<file path="src/hdl/gcpb_pkg.sv">
// Package for the glyph coverage pixel blender: item structs, format codes
// and configuration register indexes. No dependencies.
`default_nettype none

package gcpb_pkg;

    // Destination pixel formats held in the format register
    typedef enum logic [1:0] {
        FMT_ALPHA8      = 2'd0,
        FMT_RGB565      = 2'd1,
        FMT_ARGB8888    = 2'd2,
        FMT_UNSUPPORTED = 2'd3
    } t_pixel_format;

    // Configuration register indexes
    typedef enum logic [0:0] {
        CFG_PIXEL_FORMAT = 1'b0,
        CFG_DRAW_COLOR   = 1'b1
    } t_cfg_index;

    localparam int unsigned CFG_DATA_W = 32;

    // One input item
    typedef struct packed {
        logic [7:0]  coverage_sample;
        logic [31:0] dest_pixel;
    } t_blend_in;

    // One result item
    typedef struct packed {
        logic [31:0] blended_pixel;
        logic        write_enable;
    } t_blend_out;

endpackage

`default_nettype wire

</file>
<file path="src/hdl/glyph_coverage_pixel_blend.sv">
// Top level of the glyph coverage pixel blender: three register stages from
// coverage byte and destination pixel to the blended pixel. Uses gcpb_pkg.
`default_nettype none

// Usage:
//   Input channel: drive i_item with a coverage byte and the destination
//   pixel and raise start; the item is taken at any rising edge where start
//   is high and busy is low. busy stays low, so one item per clock enters.
//   Result channel: o_strobe is high for one cycle with o_result holding the
//   blended pixel and its write enable; the receiver must take it then.
//   Stages: an item taken with start high passes three register stages
//   (coverage weight, channel products, field sums and format select)
//   before its result shows with o_strobe.
//   Throughput: one item per clock.
//   Configuration: i_cfg_we writes register i_cfg_index (0 pixel format,
//   1 draw color) with i_cfg_data at the rising edge. Write only while no
//   item is in flight.
//   Reset (i_rst_n low at a rising edge): format and draw color clear to 0,
//   all stage valid bits clear, in-flight items are dropped.
//   The receiver cannot stall, so the pipeline never holds.
module glyph_coverage_pixel_blend
    import gcpb_pkg::*;
(
    input  wire logic                  i_clk,
    input  wire logic                  i_rst_n,
    input  wire logic                  start,
    output logic                       busy,
    input  wire t_blend_in             i_item,
    output logic                       o_strobe,
    output t_blend_out                 o_result,
    input  wire logic                  i_cfg_we,
    input  wire logic [0:0]            i_cfg_index,
    input  wire logic [CFG_DATA_W-1:0] i_cfg_data
);

    // Configuration registers
    t_pixel_format r_format;
    logic [31:0]   r_color;

    // Stage 1: weight
    logic        r_s1_valid;
    logic        r_s1_hit;
    logic [7:0]  r_s1_cov;
    logic [31:0] r_s1_dst;
    logic [15:0] n_s1_scaled;

    // Stage 2: products
    logic        r_s2_valid;
    logic        r_s2_hit;
    logic [7:0]  r_s2_cov;
    logic [31:0] r_s2_dst;
    logic [23:0] r_s2_hi_d, r_s2_hi_c;
    logic [18:0] r_s2_mid_d, r_s2_mid_c;
    logic [12:0] r_s2_lo_d, r_s2_lo_c;
    logic [15:0] r_s2_r_d, r_s2_r_c;
    logic [15:0] r_s2_g_d, r_s2_g_c;
    logic [15:0] r_s2_b_d, r_s2_b_c;

    logic [7:0]  w_inv;
    logic [15:0] w_col565;
    logic [15:0] w_dst16;

    // Stage 3: output
    logic        r_out_valid;
    t_blend_out  r_out;
    t_blend_out  n_out;

    logic [23:0] w_sum_hi;
    logic [18:0] w_sum_mid;
    logic [12:0] w_sum_lo;
    logic [8:0]  w_sum_r, w_sum_g, w_sum_b;
    logic [7:0]  w_alpha;
    logic [7:0]  w_min8;

    logic        w_accept;

    assign busy     = 1'b0;
    assign w_accept = start && !busy;

    // Configuration writes
    always_ff @(posedge i_clk) begin
        if (!i_rst_n) begin
            r_format <= FMT_ALPHA8;
            r_color  <= 32'h0;
        end else if (i_cfg_we) begin
            case (i_cfg_index)
                CFG_PIXEL_FORMAT: r_format <= t_pixel_format'(i_cfg_data[1:0]);
                CFG_DRAW_COLOR:   r_color  <= i_cfg_data[31:0];
                default:          r_color  <= r_color;
            endcase
        end
    end

    // Scale the sample by the color alpha
    assign n_s1_scaled = 16'(r_color[31:24]) * 16'(i_item.coverage_sample);

    always_ff @(posedge i_clk) begin
        if (!i_rst_n) begin
            r_s1_valid <= 1'b0;
        end else begin
            r_s1_valid <= w_accept;
        end
    end

    always_ff @(posedge i_clk) begin
        r_s1_hit <= (i_item.coverage_sample != 8'h00);
        r_s1_cov <= n_s1_scaled[15:8];
        r_s1_dst <= i_item.dest_pixel;
    end

    // Packed 565 copy of the draw color and the complementary weight
    assign w_col565 = {r_color[23:19], r_color[15:10], r_color[7:3]};
    assign w_inv    = 8'hFF - r_s1_cov;
    assign w_dst16  = r_s1_dst[15:0];

    always_ff @(posedge i_clk) begin
        if (!i_rst_n) begin
            r_s2_valid <= 1'b0;
        end else begin
            r_s2_valid <= r_s1_valid;
        end
    end

    // Form every channel product for both weights
    always_ff @(posedge i_clk) begin
        r_s2_hit   <= r_s1_hit;
        r_s2_cov   <= r_s1_cov;
        r_s2_dst   <= r_s1_dst;
        r_s2_hi_d  <= 24'(w_dst16) * 24'(w_inv);
        r_s2_hi_c  <= 24'(w_col565) * 24'(r_s1_cov);
        r_s2_mid_d <= 19'(w_dst16[10:0]) * 19'(w_inv);
        r_s2_mid_c <= 19'(w_col565[10:0]) * 19'(r_s1_cov);
        r_s2_lo_d  <= 13'(w_dst16[4:0]) * 13'(w_inv);
        r_s2_lo_c  <= 13'(w_col565[4:0]) * 13'(r_s1_cov);
        r_s2_r_d   <= 16'(r_s1_dst[23:16]) * 16'(w_inv);
        r_s2_r_c   <= 16'(r_color[23:16]) * 16'(r_s1_cov);
        r_s2_g_d   <= 16'(r_s1_dst[15:8]) * 16'(w_inv);
        r_s2_g_c   <= 16'(r_color[15:8]) * 16'(r_s1_cov);
        r_s2_b_d   <= 16'(r_s1_dst[7:0]) * 16'(w_inv);
        r_s2_b_c   <= 16'(r_color[7:0]) * 16'(r_s1_cov);
    end

    // Sum the 565 fields; each field keeps only its own bits of the sum
    assign w_sum_hi  = r_s2_hi_d + r_s2_hi_c;
    assign w_sum_mid = r_s2_mid_d + r_s2_mid_c;
    assign w_sum_lo  = r_s2_lo_d + r_s2_lo_c;

    // Truncate each 8888 product to its high byte before adding
    assign w_sum_r = 9'(r_s2_r_d[15:8]) + 9'(r_s2_r_c[15:8]);
    assign w_sum_g = 9'(r_s2_g_d[15:8]) + 9'(r_s2_g_c[15:8]);
    assign w_sum_b = 9'(r_s2_b_d[15:8]) + 9'(r_s2_b_c[15:8]);

    assign w_alpha = (r_s2_cov > r_s2_dst[31:24]) ? r_s2_cov : r_s2_dst[31:24];
    assign w_min8  = (r_s2_cov <= r_s2_dst[7:0]) ? r_s2_cov : r_s2_dst[7:0];

    // Select the result by format; a zero sample echoes the destination
    always_comb begin
        n_out.blended_pixel = r_s2_dst;
        n_out.write_enable  = 1'b0;
        if (r_s2_hit) begin
            case (r_format)
                FMT_ALPHA8: begin
                    n_out.blended_pixel = {24'h0, w_min8};
                    n_out.write_enable  = 1'b1;
                end
                FMT_RGB565: begin
                    n_out.blended_pixel = {16'h0, w_sum_hi[23:19], w_sum_mid[18:13],
                                           w_sum_lo[12:8]};
                    n_out.write_enable  = 1'b1;
                end
                FMT_ARGB8888: begin
                    n_out.blended_pixel = {w_alpha, w_sum_r[7:0], w_sum_g[7:0],
                                           w_sum_b[7:0]};
                    n_out.write_enable  = 1'b1;
                end
                default: begin
                    n_out.blended_pixel = r_s2_dst;
                    n_out.write_enable  = 1'b0;
                end
            endcase
        end
    end

    always_ff @(posedge i_clk) begin
        if (!i_rst_n) begin
            r_out_valid <= 1'b0;
        end else begin
            r_out_valid <= r_s2_valid;
        end
    end

    always_ff @(posedge i_clk) begin
        r_out <= n_out;
    end

    assign o_strobe = r_out_valid;
    assign o_result = r_out;

    // Every accepted item leaves the pipeline as a result strobe
    a_latency: assert property (@(posedge i_clk) disable iff (!i_rst_n)
        w_accept |-> ##3 o_strobe)
        else $error("item did not emerge after three stages");

    // No strobe without a matching accepted item
    a_no_phantom: assert property (@(posedge i_clk) disable iff (!i_rst_n)
        o_strobe |-> $past(w_accept, 3))
        else $error("result strobe without a matching item");

    // A skipped pixel echoes its destination value
    a_skip_echo: assert property (@(posedge i_clk) disable iff (!i_rst_n)
        (o_strobe && !o_result.write_enable)
            |-> (o_result.blended_pixel == $past(i_item.dest_pixel, 3)))
        else $error("skipped pixel does not echo destination");

    // No write in the unsupported format
    a_no_write_unsupported: assert property (@(posedge i_clk) disable iff (!i_rst_n)
        (o_strobe && o_result.write_enable) |-> (r_format != FMT_UNSUPPORTED))
        else $error("write issued for unsupported format");

    // Alpha8 results stay within one byte
    a_alpha8_width: assert property (@(posedge i_clk) disable iff (!i_rst_n)
        (o_strobe && o_result.write_enable && r_format == FMT_ALPHA8)
            |-> (o_result.blended_pixel[31:8] == 24'h0))
        else $error("alpha8 result wider than one byte");

endmodule

`default_nettype wire

</file>
<file path="config.mk">
export PLATFORM = sky130hd
export DESIGN_NAME = glyph_coverage_pixel_blend
export DESIGN_NICKNAME = d
export VERILOG_FILES = /design/src/hdl/gcpb_pkg.sv /design/src/hdl/glyph_coverage_pixel_blend.sv
export SDC_FILE = /design/constraint.sdc
export NUM_CORES = 2
export LEC_CHECK = 0
export BUFFER_PORTS_ARGS = -buffer_cell sky130_fd_sc_hd__buf_2
export CAP_MARGIN = 5
export CORE_MARGIN = 2
export CORE_UTILIZATION = 36
export CTS_CLUSTER_DIAMETER = 120
export CTS_CLUSTER_SIZE = 14
export DETAILED_ROUTE_END_ITERATION = 12
export PLACE_DENSITY = 0.53
export REMOVE_ABC_BUFFERS = 1
export SYNTH_ARGS = -nofsm -noshare
export SYNTH_HDL_FRONTEND = slang
export SYNTH_SLANG_ARGS = --single-unit
</file>
<file path="constraint.sdc">
create_clock -name i_clk -period 4.9 [get_ports i_clk]
set_clock_uncertainty 0.2 [all_clocks]
set_input_delay 0.245 -clock i_clk [delete_from_list [all_inputs] [get_ports i_clk]]
set_output_delay 0.245 -clock i_clk [all_outputs]
set_load 0.03 [all_outputs]
</file>
After elaboration in Yosys (flattened, before gate mapping)
Cells that the tools add are included.
Word-level totals
  flip-flop bits (word level): 360
  word-level logic and storage cells: 58
Operators by class
  $add $sub $neg: 7
  multiply operators: 13
  $lt $le $gt $ge: 2
  equal/unequal tests: 2
  multiplexer cells: 4
  bitwise gates (word level): 1
  reductions and logical operators: 4
Operators by type and width (count)
  8-bit by 8-bit multiplier with 16-bit output: 7
  33-bit one-hot mux with 3 select lines: 1
  16-bit by 8-bit multiplier with 24-bit output: 2
  11-bit by 8-bit multiplier with 19-bit output: 2
  33-bit 2-to-1 mux: 1
  5-bit by 8-bit multiplier with 13-bit output: 2
  24-bit adder: 1
  8-bit adder: 3
  19-bit adder: 1
  8-bit 2-to-1 mux: 2
  13-bit adder: 1
  8-bit greater-than comparator: 1
  8-bit <= comparator: 1
  8-bit nonzero test: 1
  8-bit subtractor (first input constant): 1
  2-bit AND reduction: 2
  2-bit by 1-bit equality test with 1-bit output (second input constant): 1
  2-bit equality test (second input constant): 1
  2-bit zero test: 1
  1-bit inverter: 1

Logic depth before layout (Yosys ltp)
  depth after elaboration: 4
  mapped depth: 21
  depth with buffers taken out: 19

Worst setup path before layout
OpenSTA, ideal clock, no wires.
  kind: register to register
  start point: reg r_s1_cov[4]
  end point: reg r_s2_hi_c[23]
  library setup time: 72 ps
  arrival time: 4770 ps
  data required time: 4628 ps
  path slack: -142 ps
  stages on the path, launching flop included: 18
  buffers on the path: 2
  clock period less this slack: 5042 ps
  path through: dfxtp_1 > clkbuf_1 > clkbuf_1 > nand2_1 > inv_1 > fa_1 > fa_1 > fa_1 > fa_1 > ha_1 > a21o_1 > nor3_1 > a221oi_1 > o311ai_2 > a21oi_1 > a211o_1 > a21oi_1 > xor2_1
On the way
  cells in the longest elaborated chain, start to end: 1
RTL lines
  from (decl): line glyph_coverage_pixel_blend.sv:43  | logic [7:0] r_s1_cov;
  from (signal assigned): line glyph_coverage_pixel_blend.sv:107  | r_s1_cov <= n_s1_scaled[15:8];
  16-bit by 8-bit multiplier with 24-bit output: line glyph_coverage_pixel_blend.sv:130  | r_s2_hi_c <= 24'(w_col565) * 24'(r_s1_cov);
  to (signal assigned): line glyph_coverage_pixel_blend.sv:130
  to (decl): line glyph_coverage_pixel_blend.sv:52  | logic [23:0] r_s2_hi_d, r_s2_hi_c;
No other way between the ends.
A chain may end at the register's enable or synchronous reset.

Worst setup path in the final report
  start point: reg r_s1_cov[3]
  end point: reg r_s2_hi_d[22]
On the way
  cells in the longest elaborated chain, start to end: 2
RTL lines
  8-bit subtractor: line glyph_coverage_pixel_blend.sv:113  | assign w_inv = 8'hFF - r_s1_cov;
  16-bit by 8-bit multiplier with 24-bit output: line glyph_coverage_pixel_blend.sv:129  | r_s2_hi_d <= 24'(w_dst16) * 24'(w_inv);
  to (signal assigned): line glyph_coverage_pixel_blend.sv:129
  to (decl): line glyph_coverage_pixel_blend.sv:52
No other way between the ends.

==> metrics.md <==
| Metric | Value |
|---|---|
| Outcome | finished with violations |
| Failing checks | setup timing |
| Clock Pin Slew Worst Setup and Hold Paths | 0.07 ns |
| DRC | 0 |
| WL met1 | around 37 mm |
| DP Cell Count | 4,612 |
| CTS tree | done |
| Critical Path RT | 5.18 ns |
| Final hold vios | 0 |
| Post-route minimum period | roughly 5.1 ns |
| Final period util | 1.033 |
| Final worst setup slack | -0.1594 ns |
| Pre-Repair DR Iteration Count | 5 |
| GRT Util Overall | 0.1871 |
| Commonest non-fill, non-tap cell in the layout | inv_1 |
| Register area share after synthesis | 0.1904 |
| IO Pins | about 110 |
| Hold Crit Class | input pin to flip-flop |
| Antenna viol nets, final | 0 |
| Final setup fails | 13 |
| Via Count | 22,240 |
| Clock Tree Buf Depth | 3 |
| Initial antenna violation count | 3 |
| Overall power | between 20,000 and 25,000 µW |
| Worst r2r path cells | 17 |
| FMAX | ~200 MHz |
| Drt wl/cell | 16.68 µm |
| Critical Path Start Type | flip-flop |
| Pwr Density | between 500 and 600 nW/µm² |
| Die W | 292.0 µm |
| Post-synth ARST share | 0 |
| Hold-critical path depth | 2 |
| Final setup TNS | -0.8871 ns |
| Setup CP Type | flip-flop to flip-flop |
| Clk sinks | 284 |
| Number of synthesized flops with an enable pin | 0 |
| Synth cell types | 80 |
| CTS buffer count | 25 |
| Pin count of the biggest net entering global routing | 38 |
| Root Buffer Master | clkbuf_16 |
| Setup crit end kind | flip-flop |
| Starting DRC count in detailed routing | 878 |
| Max_slew headroom | 0.3707 |
| Avg Cell Area, Syn | 9.339 µm² |
| Fin. max-slew vios | 0 |
| Synth Warn # | 0 |
| Worst-skew pair later-pin latency | 0.59 ns |
| Top layer used by detailed routing | met4 |
| Vias per cell | 4.657 |
| Max IR drop VDD | about 0.61 mV |
| Most frequent cells in the layout | inv_1, ha_1, fa_1 |
| Leak Pwr | 0.01951 µW |
| Non-filler instance count after layout | 4,775 |
| Port buffer count | 110 |
| Ranking of synthesized cells by area | fa_1, dfxtp_1, ha_1, inv_1, and2_1 |
| Fraction of layout cells with a size suffix above 1 | 0.2073 |
| Max-Cap Viols | 0 |
| Met3 Routed Length | 2.955 mm |
| Post-Synthesis Cells | 3,197 |
| Yosys top cell area share | 0.2548 |
| First-pass GRT wire length | between 100 and 150 mm |
| Filler Cells Inserted | 7,963 |
| Predominant post-synthesis flop cell | dfxtp_1 |
| Die height | 292.0 µm |
| Post-Route WL | 79.66 mm |
| Measured slew at the worst slew-check pin | 0.9360 ns |
| Vias in the first global route | between 20,000 and 25,000 |
| Crit path DAT | 5.34 ns |
| CORE AREA | 82,110 µm² |
| Half-perimeter wire length after detailed placement | ~64 mm |
| DP Area | 33,940 µm² |
| Number of synthesized register bits | 284 |
| Fin nets | ~4,600 |
| Synth-to-Final Area Change | 24.42% |
| WL met2 | ~38 mm |
| Grt total ovfl | 0 |
| Htree depth | 1 |
| Die ar. | 85,260 µm² |
| Crit Path Max Fanout | 8 |
| Final weighted congestion in routability-driven placement | 0.8708 |
| Design Area, Final | 37,150 µm² |
| Row count | 105 |
| Starting density of the core | 0.3636 |
| RSZ-0062 raised after global routing | true |
| Cell Area, Synth | 29,860 µm² |
| Fin util | 0.4524 |
| Leading area contributor after synthesis | fa_1 |
==> critical path, stage by stage (launching register included) <==
cell and delay [ns]:
dfxtp_4 0.42, buf_8 0.17, nand2b_4 0.14, fa_2 0.39, inv_2 0.08, fa_1 0.45
fa_1 0.59, fa_1 0.46, ha_4 0.32, nand3_2 0.08, o211a_1 0.27, o31ai_4 0.28
maj3_2 0.27, a21oi_4 0.08, buf_4 0.15, o31ai_4 0.28, mux2i_1 0.22, nand3_1 0.08
==> registers in the layout, indices dropped and copies added, names as in the netlist, 2 cells and up <==
register,count
o_result,33
r_color,32
r_format,2
r_s1_cov,8
r_s1_dst,32
r_s2_b_c,8
r_s2_b_d,16
r_s2_cov,8
r_s2_dst,32
r_s2_g_c,8
r_s2_g_d,8
r_s2_hi_c,13
r_s2_hi_d,13
r_s2_lo_c,13
r_s2_lo_d,10
r_s2_mid_c,16
r_s2_mid_d,11
r_s2_r_c,8
r_s2_r_d,8
==> layout make-up <==
class                      count  area, µm²  share of cell area
antenna                        1      2.502          0.00006736
clock buffer                  30      684.4             0.01842
clock inverter                 4      30.03           0.0008084
inverter                     625       2346             0.06315
multi-input combinational   2205      22560              0.6073
sequential                   284       5731              0.1543
tap                         1070       1339             0.03604
timing repair buffer         556       4457              0.1200
==> per-stage QoR <==
step	hold WS, ns	setup slack, ns
3_3_place_gp	0.1103	-0.2719
5_1_grt	0.08385	-0.3125
2_1_floorplan	0.07272	-0.3558
4_1_cts	0.04902	-0.1058
3_5_place_dp	0.1121	-0.3121
6_report	0.08846	-0.1594
==> cell usage after synthesis, types with 5 or more instances <==
cell,number
o21ai_0,67
o21a_1,19
a31oi_1,10
o31ai_1,9
dfxtp_1,284
o211ai_1,6
nor2b_1,115
nand4_1,18
or2_2,8
o21bai_1,12
and3_1,11
a21o_1,53
mux2i_1,6
fa_1,380
xnor2_1,88
xor2_1,73
a22oi_1,5
and2_1,168
nand3_1,27
a22o_1,14
ha_1,417
clkbuf_1,77
a21boi_0,39
or3_1,5
nand2_1,225
a211oi_1,13
nor3_1,36
a21oi_1,103
nor2_1,86
nand2b_1,99
inv_1,625
==> layer usage <==
| layer | GRT usage | vias up |
|---|---|---|
| met5 | 0 | - |
| met4 | 0.02879 | 0 |
| met2 | 0.3291 | 275 |
| li1 | - | 11110 |
| met1 | 0.2484 | 10790 |
| met3 | 0.02504 | 68 |
==> report_power, final <==
part | total (µW) | switching (µW) | internal, µW
clock network | 1930 | 948 | 978
registers | 3190 | 266 | 2920
logic | 15000 | 7650 | 7390
==> kinds of logic after synthesis <==
| group | Yosys count | share of synthesized area |
|---|---|---|
| and+or+nand+nor | 815 | 0.1433 |
| adders and majority gates | 800 | 0.4306 |
| buffers and inverters | 708 | 0.08918 |
| AOI/OAI and AO/OA | 420 | 0.09638 |
| DFF | 284 | 0.1904 |
| xor gates and xnor gates | 161 | 0.04723 |
| muxes | 8 | 0.002766 |
| other | 1 | 0.0001256 |
==> timing repair <==
action / CTS / global route
gates resized for setup: 83 / 227
endpoints found under the setup margin: 51 / 61
hold endpoints to repair: 68 / 0
hold buffers: 72 / 0
pin swaps: 33 / 124
buffers inserted: 19 / 40
cloned: 0 / 2
==> worst paths after layout <==
path	to	slack (ns)	startpoint
setup reg to reg	r_s2_hi_d[22]	-0.16	r_s1_cov[3]
setup / recovery	r_s2_hi_d[22]	-0.16	r_s1_cov[3]
hold reg to reg	r_s2_dst[25]	0.13	r_s1_dst[25]
hold / removal	r_s1_dst[18]	0.09	i_item[18]
No activity file was read; power rests on OpenSTA's default activity.
